[src/sv/mlptw_pkg.sv]
// Package for the multilevel page table walker: sizes, codes and the
// command/status structs shared by controller and datapath.
// No dependencies.
package mlptw_pkg;

  // Walk geometry
  localparam int LEVELS   = 5;
  localparam int FRAMES   = 64;
  localparam int IDX_W    = 9;
  localparam int ENTRIES  = 1 << IDX_W;

  // Derived sizes
  localparam int FRAME_W  = (FRAMES > 1) ? $clog2(FRAMES) : 1;
  localparam int ADDR_W   = FRAME_W + IDX_W;
  localparam int DEPTH    = FRAMES * ENTRIES;
  localparam int VPN_W    = IDX_W * LEVELS;
  localparam int LVL_W    = (LEVELS > 1) ? $clog2(LEVELS) : 1;
  localparam int USED_W   = $clog2(FRAMES + 1);

  // Field widths
  localparam int KIND_W   = 2;
  localparam int VPN_IN_W = 45;
  localparam int PPN_W    = 52;
  localparam int STAT_W   = 2;
  localparam int ENTRY_W  = PPN_W + 1;

  // Configuration port
  localparam int CFG_IDX_W  = 1;
  localparam int CFG_DATA_W = 6;
  localparam int SUM_W      = ((CFG_DATA_W > USED_W) ? CFG_DATA_W : USED_W) + 1;

  localparam logic [CFG_IDX_W-1:0]  CFG_ROOT       = 1'd0;
  localparam logic [CFG_IDX_W-1:0]  CFG_FIRST_FREE = 1'd1;
  localparam logic [CFG_DATA_W-1:0] ROOT_RST       = 6'd0;
  localparam logic [CFG_DATA_W-1:0] FIRST_FREE_RST = 6'd1;

  // Item kinds
  localparam logic [KIND_W-1:0] KIND_QUERY = 2'd0;
  localparam logic [KIND_W-1:0] KIND_MAP   = 2'd1;
  localparam logic [KIND_W-1:0] KIND_UNMAP = 2'd2;

  // Result status codes
  localparam logic [STAT_W-1:0] ST_OK      = 2'd0;
  localparam logic [STAT_W-1:0] ST_NOFRAME = 2'd1;
  localparam logic [STAT_W-1:0] ST_BADPTR  = 2'd2;

  // Store write source
  typedef enum logic [2:0] {
    WR_NONE,
    WR_CLR,
    WR_ZERO,
    WR_LINK,
    WR_MAP,
    WR_UNMAP
  } wr_op_t;

  // Controller to datapath
  typedef struct packed {
    logic              load;        // input transfer
    logic              rd_issue;    // read entry at current level
    logic              descend;     // follow the entry just read
    logic              alloc_start; // claim a new frame, start zeroing
    logic              link;        // follow the new frame
    wr_op_t            wr_op;
    logic              set_res;
    logic [STAT_W-1:0] res_status;
    logic              res_mapped;
    logic              publish;     // move result into output register
  } dp_cmd_t;

  // Datapath to controller
  typedef struct packed {
    logic [KIND_W-1:0] kind;
    logic              root_bad;
    logic              ent_valid;
    logic              last_lvl;
    logic              next_bad;
    logic              nf_bad;
    logic              clr_last;
    logic              zero_last;
    logic              out_busy;
  } dp_stat_t;

endpackage

[src/sv/mlptw_ctrl.sv]
// Walk controller: one-hot state machine sequencing clear, walk, allocation
// and result hand-off. Depends on mlptw_pkg.
module mlptw_ctrl (
  input  logic               clk,
  input  logic               rst_n,
  input  logic               in_valid,
  output logic               in_ready,
  input  mlptw_pkg::dp_stat_t st,
  output mlptw_pkg::dp_cmd_t  cmd
);
  import mlptw_pkg::*;

  typedef enum logic [7:0] {
    S_CLEAR = 8'b0000_0001,
    S_IDLE  = 8'b0000_0010,
    S_START = 8'b0000_0100,
    S_READ  = 8'b0000_1000,
    S_EVAL  = 8'b0001_0000,
    S_ZERO  = 8'b0010_0000,
    S_LINK  = 8'b0100_0000,
    S_FIN   = 8'b1000_0000
  } state_t;

  state_t state_r, state_nxt;

  assign in_ready = (state_r == S_IDLE);

  // next state and commands
  always_comb begin
    state_nxt = state_r;
    cmd       = '0;
    cmd.wr_op = WR_NONE;
    case (state_r)
      S_CLEAR: begin
        cmd.wr_op = WR_CLR;
        if (st.clr_last) begin
          state_nxt = S_IDLE;
        end
      end
      S_IDLE: begin
        if (in_valid) begin
          cmd.load  = 1'b1;
          state_nxt = S_START;
        end
      end
      S_START: begin
        if (st.kind != KIND_QUERY && st.kind != KIND_MAP && st.kind != KIND_UNMAP) begin
          cmd.set_res    = 1'b1;
          cmd.res_status = ST_OK;
          state_nxt      = S_FIN;
        end else if (st.root_bad) begin
          cmd.set_res    = 1'b1;
          cmd.res_status = ST_BADPTR;
          state_nxt      = S_FIN;
        end else begin
          state_nxt = S_READ;
        end
      end
      S_READ: begin
        cmd.rd_issue = 1'b1;
        state_nxt    = S_EVAL;
      end
      S_EVAL: begin
        if (st.last_lvl) begin
          // leaf entry
          cmd.set_res    = 1'b1;
          cmd.res_status = ST_OK;
          state_nxt      = S_FIN;
          if (st.kind == KIND_QUERY) begin
            cmd.res_mapped = st.ent_valid;
          end else if (st.kind == KIND_MAP) begin
            cmd.wr_op = WR_MAP;
          end else begin
            cmd.wr_op = WR_UNMAP;
          end
        end else if (st.ent_valid) begin
          if (st.next_bad) begin
            cmd.set_res    = 1'b1;
            cmd.res_status = ST_BADPTR;
            state_nxt      = S_FIN;
          end else begin
            cmd.descend = 1'b1;
            state_nxt   = S_READ;
          end
        end else if (st.kind != KIND_MAP) begin
          cmd.set_res    = 1'b1;
          cmd.res_status = ST_OK;
          state_nxt      = S_FIN;
        end else if (st.nf_bad) begin
          cmd.set_res    = 1'b1;
          cmd.res_status = ST_NOFRAME;
          state_nxt      = S_FIN;
        end else begin
          cmd.alloc_start = 1'b1;
          state_nxt       = S_ZERO;
        end
      end
      S_ZERO: begin
        cmd.wr_op = WR_ZERO;
        if (st.zero_last) begin
          state_nxt = S_LINK;
        end
      end
      S_LINK: begin
        cmd.wr_op = WR_LINK;
        cmd.link  = 1'b1;
        state_nxt = S_READ;
      end
      S_FIN: begin
        if (!st.out_busy) begin
          cmd.publish = 1'b1;
          state_nxt   = S_IDLE;
        end
      end
      default: begin
        state_nxt = S_CLEAR;
      end
    endcase
  end

  // state register
  always_ff @(posedge clk) begin
    if (!rst_n) begin
      state_r <= S_CLEAR;
    end else begin
      state_r <= state_nxt;
    end
  end

`ifndef SYNTHESIS
  // a result is only staged while an item is in flight
  a_res_in_walk: assert property (@(posedge clk) disable iff (!rst_n)
    cmd.set_res |-> (state_r == S_START || state_r == S_EVAL))
    else $error("result staged outside a walk");

  // every read is evaluated on the following cycle
  a_read_eval: assert property (@(posedge clk) disable iff (!rst_n)
    cmd.rd_issue |=> state_r == S_EVAL)
    else $error("read not followed by evaluation");

  // zeroing sweep always ends in a link write
  a_zero_link: assert property (@(posedge clk) disable iff (!rst_n)
    (state_r == S_ZERO && st.zero_last) |=> cmd.wr_op == WR_LINK)
    else $error("new frame not linked after zeroing");
`endif

endmodule

[config.mk]
export PLATFORM = sky130hd
export DESIGN_NAME = mlptw_ctrl
export DESIGN_NICKNAME = d
export VERILOG_FILES = /design/src/sv/mlptw_pkg.sv /design/src/sv/mlptw_ctrl.sv
export SDC_FILE = /design/constraint.sdc
export NUM_CORES = 1
export LEC_CHECK = 0
export BUFFER_PORTS_ARGS = -buffer_cell sky130_fd_sc_hd__buf_2
export CAP_MARGIN = 0
export CORE_AREA = 2 2 39 41
export CTS_BUF_LIST = sky130_fd_sc_hd__clkbuf_4 sky130_fd_sc_hd__clkbuf_8
export CTS_CLUSTER_SIZE = 8
export DETAILED_ROUTE_END_ITERATION = 8
export DIE_AREA = 0 0 41 43
export PLACE_DENSITY_LB_ADDON = 0.05
export SYNTH_ARGS = -nofsm -noshare
export SYNTH_HDL_FRONTEND = slang
export SYNTH_SLANG_ARGS = --single-unit
[constraint.sdc]
create_clock -name clk -period 2 [get_ports clk]
set_input_delay 0.3 -clock clk [delete_from_list [all_inputs] [get_ports clk]]
set_output_delay 0.3 -clock clk [all_outputs]
set_load 0.05 [all_outputs]
* After elaboration in Yosys (flattened, before gate mapping)
Cells that the tools add are included.
W data, S select, Z words.
** Word-level totals
- Bits in registers :: 8
- Input port bits :: 13
- Output and inout port bits :: 14
- Logic and storage cells :: 61
** Cells by class
- Eq/ne operators :: 15
- Multiplexer cells :: 40
- Reduce and logical (&&, ||, !) cells :: 5
** Operator list (number)
- $mux W8 :: 11
- $pmux W8 S8 :: 1
- $mux W3 :: 9
- $mux W1 :: 15
- $pmux W3 S4 :: 1
- $ne A2 B2 Y1 const B :: 5
- $eq A8 B1 Y1 const B :: 1
- $eq A8 B2 Y1 const B :: 1
- $eq A8 B3 Y1 const B :: 1
- $eq A8 B4 Y1 const B :: 1
- $eq A8 B5 Y1 const B :: 1
- $eq A8 B6 Y1 const B :: 1
- $eq A8 B7 Y1 const B :: 1
- $eq A8 B8 Y1 const B :: 1
- $pmux W3 S2 :: 1
- $mux W2 :: 2
- $reduce_and A4 Y1 :: 1
- $eq A2 B1 Y1 const B :: 1
- $logic_and A1 B1 Y1 :: 2
- $logic_not A2 Y1 :: 1
- $ne A2 B1 Y1 const B :: 1
- $reduce_bool A2 Y1 :: 1

* Depth between registers and ports, before layout
Gate-level depths: netlist of the first run.
- Depth in word-level cells :: 5
- Depth in mapped cells :: 5
- Depth with buffers taken out :: 5

* Worst setup path after synthesis of the first run
Ideal clock, no wire load.
- Kind :: reg2out
- Start point :: register state_r[5]
- End point :: output port cmd[12] in the netlist's numbering
- Arrival :: 2.233 ns
- Required time :: 1.700 ns
- Setup slack :: -0.533 ns
- Stages on the path, launching flop included :: 5
- Buffers on the path :: 0
- Cells stage by stage :: dfxtp_1 > nor4_1 > nand2_1 > nor2_1 > and2_1
** RTL lines
- start: declaration :: RTL line mlptw_ctrl.sv:24 : state_t state_r, state_nxt;
- start signal: assignment :: RTL line mlptw_ctrl.sv:126 : state_r <= state_nxt;
- end: declaration :: RTL line mlptw_ctrl.sv:9 : output mlptw_pkg::dp_cmd_t cmd

==> impl_results.md, run 1 <==
- All-layer global routing usage: 0.2199
- Fin Setup TNS: -65.34 ps
- Area of combinational cells with multiple inputs: about 430 sq um
- Average cell area after synthesis: 7.970 sq um
- Category of the worst setup path capture point: primary output
- Number of H-tree levels: 1
- Most area-consuming cells after synthesis: dfxtp_1 28%, nor2_1 7.7%, nand2_1 6.5%, nand4b_1 6.0%, o21a_1 3.9%
- Via count of the first global-routing pass: between 500 and 600
- Number of fill cells: roughly 130
- Estimated wirelength of the detail-placed design: roughly 1.2 mm
- Met3 WL: ~66 um
- Crit-path leading delay family: simple AND/OR/NAND/NOR gates
- Post-route worst hold slack: 328.8 ps
- Detail Route Antenna Nets: 0
- Cell Area, Synth: approximately 580 sq um
- Power density over the cells: between 700 and 800 nW/um^2
- Arrival time of the worst setup path: approximately 1700 ps
- Post-route DRC: 0
- Flip-flop count of the largest register after layout: 8
- Cell Count, Final, Fillers Out: around 130
- Weighted congestion reported at the end of routability-driven placement: 0.8361
- Antenna diode count: 0
- First-pass GRT wire length: 2.566 mm
- Routed vias: between 600 and 700
- Class of the most critical hold timing path: in -> reg
- Drt first-iter violations: 13
- DIE HEIGHT: around 43 um
- Commonest cells in the synthesized netlist: 12 x nor2_1, 10 x nand2_1, 8 x dfxtp_1
- Cts-stage hold buffer count: 0
- P&R area growth vs syn: 55.48%
- Post-Syn Nets: 86
- Unrepaired setup endpoints after global routing: yes
- Cell count after synthesis: between 70 and 80
- Antenna violations before repair: 0
- Worst setup margin: -29.20 ps
- Count of cell types in the netlist: 31
- Overall overflow remaining after global route: 0
- Violated checks: setup timing
- TritonCTS Buffers: 3
- Sequential share of the synthesized area: 0.2753
- Headroom to the max-slew limit: 0.8416
- Crit Path Class: reg -> out
- Post-Route WL: around 1.7 mm
- CP startpoint kind: flop
- Master of the slowest instance on the critical path: dfxtp_4
- TritonCTS clock tree: built
- Placed Cells incl. Taps: roughly 120
- DRT Pass-1 Iters: 4
- Max Clock Freq: slightly below 0.5 GHz
- Horizontal die dimension: 41 um
- Placeable core region: approximately 1400 sq um
- Number of warnings issued by yosys: 0
- Minimum period implied by the final worst setup slack: just over 2000 ps
- Highest cell delay on the worst timing path: about 350 ps
- Total count of hold-check failures in the final report: 0
- Total length of routed met2 wires: around 840 um
- Maximum number of pins on one net before global-route repair: 9
- Async set-or-reset flop fraction in the synthesized netlist: 0
- Static leakage: between 0.4 and 0.5 nW
- Footprint of the flip-flops and latches: roughly 170 sq um
- Number of failing setup endpoints in the final timing report: 5
- Data required, critical path: roughly 1700 ps
- Vias/cell: approximately 5.5
- Clock skew after layout: between 0.4 and 0.5 ps
- Ordered list of cells on the worst path: nor4_4 > and4b_4 > and2b_2 > and4_4 > buf_8
- Flops & latches, synth: 8
- Number of slew-limit violations in the final report: 0
- Regs by FF count: state_r x8
- Register clock-pin slew on the reported worst setup and hold paths: 60 ps
- Crit path buf inv count: 1
- Run status: complete, but fails checks
- Top routing layer used: met4
- Number of enable flip-flop cells after synthesis: 0
- Top cell type by total area after synthesis: dfxtp_1
- Period utilisation layout: 1.015
- Area fraction of the dominant cell type after synthesis: 0.2753
- Starting density of the core: 0.4204
- Number of max-capacitance violations reported: 0
- Maximum buffer depth of the clock tree: 2
- Primary FF master, synth: dfxtp_1
- Final Net Count: 125
- Worst IR drop on VDD: between 0.4 and 0.5 mV
- Cell with the most instances after synthesis: nor2_1
- Worst-margin pin slew: ~240 ps
- Core utilization of the finished layout: 0.6537
- Biggest register: state_r
- WL per Instance: 13.39 um
- Crit Path Max Fanout: 4
- Number of primary I/O pins: 27
- Total number of clock tree sinks: 8
- Number of input and output port buffers inserted: 26
- Layout cells sized above 1: 0.4636
- Wire length the detailed router placed on met1: between 700 and 800 um
- Insertion delay to the later sink of the worst-skew pair: 260 ps
- Number of placement rows: 14
- Area of the die: between 1500 and 2000 sq um
- Root Driver: clkbuf_4
[repair_timing]
action	CTS	global route
setup buffers	3	2
resized for setup	16	13
pin swaps	4	3
hold endpoints to repair	0	0
setup endpoints to repair	7	11
[path summary, 6_finish.rpt]
check / startpoint / end / slack, ps / cells after the start
setup reg to reg: state_r[3] / state_r[1] / 290 / 7
hold reg to reg: state_r[0] / state_r[0] / 570 / 2
setup / recovery: state_r[3] / cmd[9] / -30 / 5
hold / removal: rst_n / state_r[0] / 330 / 2
[cells in the final DEF (no fill, tap or decap), drive strengths merged, types with 2 or more instances in the layout]
cell type,n
nand4b,4
inv,5
and3,3
nand2b,2
and4b,3
nor4,3
nand2,10
dfxtp,8
nor2,12
clkbuf,5
o21a,3
a21oi,2
and4,3
buf,32
[area by class of cell]
cell class / count / area share
Sequential cell: 8 / 0.1840
Timing Repair Buffer: 34 / 0.2780
Multi-Input combinational cell: 60 / 0.4703
Tap cell: 16 / 0.02213
Inverter: 5 / 0.02075
Clock buffer: 3 / 0.02490
[metrics by stage]
step | setup slack, ps | power, W | cell area [sq um]
2_1_floorplan | -6.696 | 0.0004250 | 596.8
3_3_place_gp | 114.1 | 0.0005207 | 769.5
3_5_place_dp | 88.58 | 0.0005174 | 769.5
4_1_cts | -30.52 | 0.0006695 | 858.3
5_1_grt | -110.3 | 0.0007075 | 904.6
6_report | -29.20 | 0.0006722 | 904.6
[worst register-to-register path: stages, from the launching register on]
cell and delay [ps]:
dfxtp_4 350, nor4_4 280, buf_4 170, nand4b_1 130
buf_4 190, o22ai_2 170, a21oi_2 70, o221a_1 240
[metal layers]
| metal | up-vias | track usage |
|---|---|---|
| met3 | 5 | 0.07853 |
| li1 | 350 | - |
| met4 | 0 | 0.1000 |
| met5 | - | 0 |
| met1 | 322 | 0.2701 |
| met2 | 14 | 0.3281 |
[logic make-up after synthesis]
kind of cell	share of synthesized area
xor gates and xnor gates	0.01506
AOI/OAI and AO/OA	0.2108
and+or+nand+nor	0.4667
buffers and inverters	0.03226
DFF	0.2753
[report_power, final]
part / internal (W) / leakage (nW) / switching (W) / total, W
Combinational: 0.000138 / 0.383 / 0.000186 / 0.000324
Sequential: 0.000181 / 0.0658 / 0.0000346 / 0.000215
Clock: 0.0000693 / 0.0138 / 0.0000633 / 0.000133
Note: power is estimated with default switching activity, not from simulation.
==> run 2: changes to the inputs <==
SLEW_MARGIN = 20   (was default)
clock period = 2.6 ns   (was 2 ns; I/O delays follow)
==> run 2 against run 1 <==
Net effect: non-clock buffer count fell by 7; clock power fell by 25%; cell count fell by 5.6%; first-iteration DRC count fell by 7.7%; core utilization fell by 10 points; critical path depth did not move; the flow now finishes without violations; hold slack improved by 83 ps; largest power group unchanged; largest cell class unchanged.
==> impl_results.md, run 2 (synthesis gave the netlist of run 1 again) <==
- Biggest register: state_r
- Period utilisation layout: 0.9166
- Estimated wirelength of the detail-placed design: 1.201 mm (-1.9%)
- Cells resized by post-CTS repair: 0 (-16)
- Most frequent cells in the layout: 26 x buf_2, 11 x nor2_1, 10 x nand2_1, 8 x dfxtp_1, 5 x inv_1
- Insertion delay to the later sink of the worst-skew pair: 260 ps (about the same)
- CP startpoint kind: flop
- Total number of clock tree sinks: 8 (unchanged)
- Maximum number of pins on one net before global-route repair: 9 (unchanged)
- Met3 routing resource usage after global routing: 0.06283 (-0.01571)
- Static leakage: 0.4179 nW (-9.6%)
- Run status: finished, final reports clean
- Footprint of the flip-flops and latches: 160.2 sq um (-3.8%)
- Start point of the critical path: state_r[0]
- Area of combinational cells with multiple inputs: 405.4 sq um (-4.7%)
- Class of the most critical hold timing path: in -> reg
- Crit Path Class: reg -> out
- Data required, critical path: 2210 ps (+510 ps)
- Number of max-capacitance violations reported: 0 (unchanged)
- DRT Pass-1 Iters: 4 (unchanged)
- Starting density of the core: 0.4204 (unchanged)
- Number of fill cells: 139 (+10%)
- Via count of the first global-routing pass: 554 (-6.4%)
- Post-Route WL: 1.497 mm (-11%)
- Horizontal die dimension: 41 um (unchanged)
- Master of the slowest instance on the critical path: nor4_4
- Cts-stage hold buffer count: 0 (unchanged)
- Power density over the cells: 622.0 nW/um^2 (-16%)
- Drt first-iter violations: 12 (-1)
- Category of the worst setup path capture point: primary output
- Register clock-pin slew on the reported worst setup and hold paths: 50 ps (about the same)
- Crit Path Max Fanout: 6 (+2)
- Routed vias: 656 (-5.1%)
- M2 GR Usage: 0.2813 (-0.04688)
- Number of input and output port buffers inserted: 26 (unchanged)
- Layout cells sized above 1: 0.3592 (-0.1044)
- DIE HEIGHT: 43 um (unchanged)
- Headroom to the max-slew limit: 0.7855 (-0.05612)
- Arrival time of the worst setup path: 1990 ps (+260 ps)
- P&R area growth vs syn: 31.40%
- Placeable core region: 1384 sq um (unchanged)
- Maximum buffer depth of the clock tree: 2 (unchanged)
- Unrepaired setup endpoints after global routing: no
- Clock skew after layout: 8.028 ps (+7.562 ps)
- Regs by FF count: state_r x8
- Detail Route Antenna Nets: 0 (unchanged)
- Crit path buf inv count: 1 (unchanged)
- First-pass GRT wire length: 2.401 mm (-6.4%)
- Minimum period implied by the final worst setup slack: approximately 2400 ps
- Antenna diode count: 0 (unchanged)
- Number of primary I/O pins: 27 (unchanged)
- TritonCTS clock tree: built
- Highest cell delay on the worst timing path: 390 ps (+40 ps)
- Hold wc startpoint: rst_n
- Number of placement rows: 14 (unchanged)
- Ordered list of cells on the worst path: nor4_4 > and4b_4 > and2b_2 > and4_4 > buf_2
- Final Net Count: 118 (-5.6%)
- TritonCTS Buffers: 3 (unchanged)
- Number of slew-limit violations in the final report: 0 (unchanged)
- Overall overflow remaining after global route: 0 (unchanged)
- Worst IR drop on VDD: 0.3358 mV (-27%)
- Crit-path leading delay family: simple AND/OR/NAND/NOR gates
- Worst-margin pin slew: 319.4 ps (+82.11 ps)
- Vias/cell: 5.513 (+0.52%)
- Weighted congestion reported at the end of routability-driven placement: 0.8132 (-2.7%)
- Placement Setup Slack: 498.8 ps (+410.2 ps)
- Post-CTS setup buffer count: 0 (-3)
- Antenna violations before repair: 0 (unchanged)
- Number of failing setup endpoints in the final timing report: 0 (-5)
- Area of the die: 1763 sq um (unchanged)
- Met1 usage in global routing: 0.2765 (+0.006431)
- WL per Instance: 12.58 um (-6.0%)
- Max Clock Freq: roughly 0.42 GHz
- Flip-flop count of the largest register after layout: 8 (unchanged)
- Busiest layer in global routing: met2
- Number of H-tree levels: 1 (unchanged)
- Fin Setup TNS: 0 ps (+65.34 ps)
- Post-route DRC: 0 (unchanged)
- Beginning of the worst register-to-register path: state_r[0]
- All-layer global routing usage: 0.2068 (-0.01305)
- Leading cell type in the layout, fill and taps excluded: buf_2
- Worst setup margin: 216.9 ps (+246.1 ps)
- Root Driver: clkbuf_4
- Total count of hold-check failures in the final report: 0 (unchanged)
run 2: cell count changes in the layout (fill, tap and decap cells not counted), sizes merged:
cell	before	now
buf	32	27
clkbuf	5	3
run 2: cell type report:
class	instances	area share
multi-input combinational	60	0.5303
clock buffer	3	0.02946
sequential	8	0.2095
timing repair buffer	27	0.1800
inverter	5	0.02455
tap	16	0.02619
run 2: path summary, 6_finish.rpt:
kind | endpoint | slack, ps | cells after the start
hold / removal | state_r[0] | 410 | 2
setup reg to reg | state_r[1] | 770 | 5
hold reg to reg | state_r[0] | 590 | 2
setup / recovery | cmd[9] | 220 | 5
run 2: where the power goes:
group	internal [W]	switching (W)
logic	0.0000804	0.000131
clock network	0.0000531	0.0000464
registers	0.000137	0.0000270
run 2: stage by stage:
stage	std cells	hold slack [ps]	cell area, sq um	total power [W]	utilization
3_3_place_gp	116	569.8	742.0	0.0003799	0.5362
3_5_place_dp	116	584.7	742.0	0.0003776	0.5362
6_report	119	411.9	764.5	0.0004755	0.5524
4_1_cts	119	414.2	764.5	0.0004784	0.5524
2_1_floorplan	73	478.9	584.3	0.0003239	-
5_1_grt	119	423.1	764.5	0.0005025	0.5524
run 2: per-layer routing:
metal	vias up	wire [um]
met3	4	59
li1	338	-
met5	-	0
met1	300	695
met4	0	34
met2	14	708
==> run 3: changes to the inputs <==
clock period = 3.1 ns   (was 2.6 ns; I/O delays follow)
==> run 3 against run 2 <==
Net effect: critical path depth unchanged; clock skew up 1.7 ps; global-route usage rose by 0.52 points; power is 17% lower; cell count is 0.84% lower; clock-buffer cell count unchanged; sequential power fell by 15%; highest routed layer unchanged.
==> impl_results.md, run 3 (synthesis gave the netlist of run 1 again) <==
- Run status: finished, final reports clean
- Highest cell delay on the worst timing path: 390 ps (about the same)
- Crit-path leading delay family: simple AND/OR/NAND/NOR gates
- Horizontal die dimension: 41 um (unchanged)
- All-layer global routing usage: 0.2121 (+0.005233)
- Cells resized by post-CTS repair: 0 (unchanged)
- Biggest register: state_r
- Crit Path Max Fanout: 6 (unchanged)
- WL per Instance: 12.81 um (+1.9%)
- Post-route worst hold slack: 492.9 ps (+80.97 ps)
- Total number of clock tree sinks: 8 (unchanged)
- Headroom to the max-slew limit: 0.5495 (-0.2360)
- Ordered list of cells on the worst path: nor4_4 > and4b_4 > and2b_2 > and4_4 > buf_2
- Overall overflow remaining after global route: 0 (unchanged)
- Maximum buffer depth of the clock tree: 2 (unchanged)
- Clock skew after layout: 9.748 ps (+1.721 ps)
- Power density over the cells: 522.0 nW/um^2 (-16%)
- Period utilisation layout: 0.7955
- Gate power share: 0.448 (+0.003)
- Class of the most critical hold timing path: in -> reg
- DIE HEIGHT: 43 um (unchanged)
- Crit Path Class: reg -> out
- Number of H-tree levels: 1 (unchanged)
- CP startpoint kind: flop
- Arrival time of the worst setup path: 2000 ps (about the same)
- Antenna violations before repair: 0 (unchanged)
- Insertion delay to the later sink of the worst-skew pair: 250 ps (about the same)
- Internal power: 0.0002264 W (-16%)
- Setup slack on the worst flop-to-flop path: 1240 ps (+470 ps)
- Unrepaired setup endpoints after global routing: no
- Leading cell type in the layout, fill and taps excluded: buf_2
- Drt first-iter violations: 14 (+2)
- Master of the slowest instance on the critical path: nor4_4
- First-pass GRT wire length: 2.449 mm (+2.0%)
- DRT Pass-1 Iters: 4 (unchanged)
- Via count of the first global-routing pass: 544 (-1.8%)
- Number of input and output port buffers inserted: 26 (unchanged)
- Total count of hold-check failures in the final report: 0 (unchanged)
- Core utilization of the finished layout: 0.5452 (-0.007233)
- Vias/cell: 5.636 (+2.2%)
- Number of max-capacitance violations reported: 0 (unchanged)
- Net switching component of the power: 0.0001675 W (-18%)
- Weighted congestion reported at the end of routability-driven placement: 0.8406 (+3.4%)
- Area of the die: 1763 sq um (unchanged)
- Most frequent cells in the layout: 26 x buf_2, 12 x nor2_1, 10 x nand2_1, 8 x dfxtp_1, 5 x inv_1
- Crit path buf inv count: 1 (unchanged)
- Sequential Power Share: 0.353 (+0.008)
- Number of slew-limit violations in the final report: 0 (unchanged)
- Final Net Count: 117 (-0.85%)
- Number of placement rows: 14 (unchanged)
- Starting density of the core: 0.4204 (unchanged)
- Worst-margin pin slew: 669.6 ps (+350.2 ps)
- TritonCTS clock tree: built
- Root Driver: clkbuf_4
- Clock power frac: 0.199 (-0.010)
- Register clock-pin slew on the reported worst setup and hold paths: 60 ps (about the same)
- P&R area growth vs syn: 29.68%
- Data required, critical path: 2630 ps (+420 ps)
- Placeable core region: 1384 sq um (unchanged)
- Regs by FF count: state_r x8
- Post-Route WL: 1.512 mm (+1.0%)
- Antenna diode count: 0 (unchanged)
- Overall Power: 0.0003938 W (-17%)
- Flip-flop count of the largest register after layout: 8 (unchanged)
- Number of fill cells: 154 (+11%)
- Routed vias: 665 (+1.4%)
- Static leakage: 0.4142 nW (-0.88%)
- Worst IR drop on VDD: 0.2298 mV (-32%)
- TritonCTS Buffers: 3 (unchanged)
- Cts-stage hold buffer count: 0 (unchanged)
- Estimated wirelength of the detail-placed design: 1.241 mm (+3.3%)
- Max Clock Freq: 0.4055 GHz
- Post-CTS setup buffer count: 0 (unchanged)
- Detail Route Antenna Nets: 0 (unchanged)
- Minimum period implied by the final worst setup slack: ~2500 ps
- Switching power share of the total: 0.4252 (-0.005344)
- Number of primary I/O pins: 27 (unchanged)
- Post-route DRC: 0 (unchanged)
- Fin Setup TNS: 0 ps (unchanged)
- Category of the worst setup path capture point: primary output
- Maximum number of pins on one net before global-route repair: 9 (unchanged)
- Layout cells sized above 1: 0.3431 (-0.01609)
- Number of failing setup endpoints in the final timing report: 0 (unchanged)
==> run 3: metal layers <==
layer  wire [um]  vias up  track usage
met4          48        0       0.1533
met3          89        6      0.07853
met2         708       21       0.2656
met1         665      303       0.2839
met5           0        -            0
li1            -      335            -
==> run 3: final cells by class <==
class                           instances  area, sq um  share of cell area
Multi-Input combinational cell         60        402.9              0.5340
Sequential cell                         8        160.2              0.2123
Timing Repair Buffer                   26        130.1              0.1725
Clock buffer                            3        22.52             0.02985
Tap cell                               16        20.02             0.02653
Inverter                                5        18.77             0.02488
==> run 3: path summary, 6_finish.rpt <==
kind              startpoint          to  cells past startpoint
hold / removal         rst_n  state_r[0]                      2
hold reg to reg   state_r[0]  state_r[0]                      2
setup / recovery  state_r[0]      cmd[9]                      5
setup reg to reg  state_r[0]  state_r[1]                      5
==> run 3: power groups by stage <==
| stage | Sequential, W | Combinational (W) | Clock [W] |
|---|---|---|---|
| 2_1_floorplan | 0.000135 | 0.000135 | 0 |
| 6_report | 0.000139 | 0.000177 | 0.0000783 |
| 4_1_cts | 0.000138 | 0.000176 | 0.0000832 |
| 5_1_grt | 0.000142 | 0.000192 | 0.0000925 |
| 3_3_place_gp | 0.000141 | 0.000176 | 0 |
| 3_5_place_dp | 0.000141 | 0.000176 | 0 |
==> run 3: per-stage QoR <==
step | instances | setup slack, ps | instance area [sq um]
finish | 118 | 633.8 | 754.5
global route | 118 | 460.0 | 754.5
floorplan | 73 | 402.4 | 581.8
detailed placement | 115 | 895.0 | 732.0
CTS | 118 | 612.9 | 754.5
global placement | 115 | 919.1 | 732.0
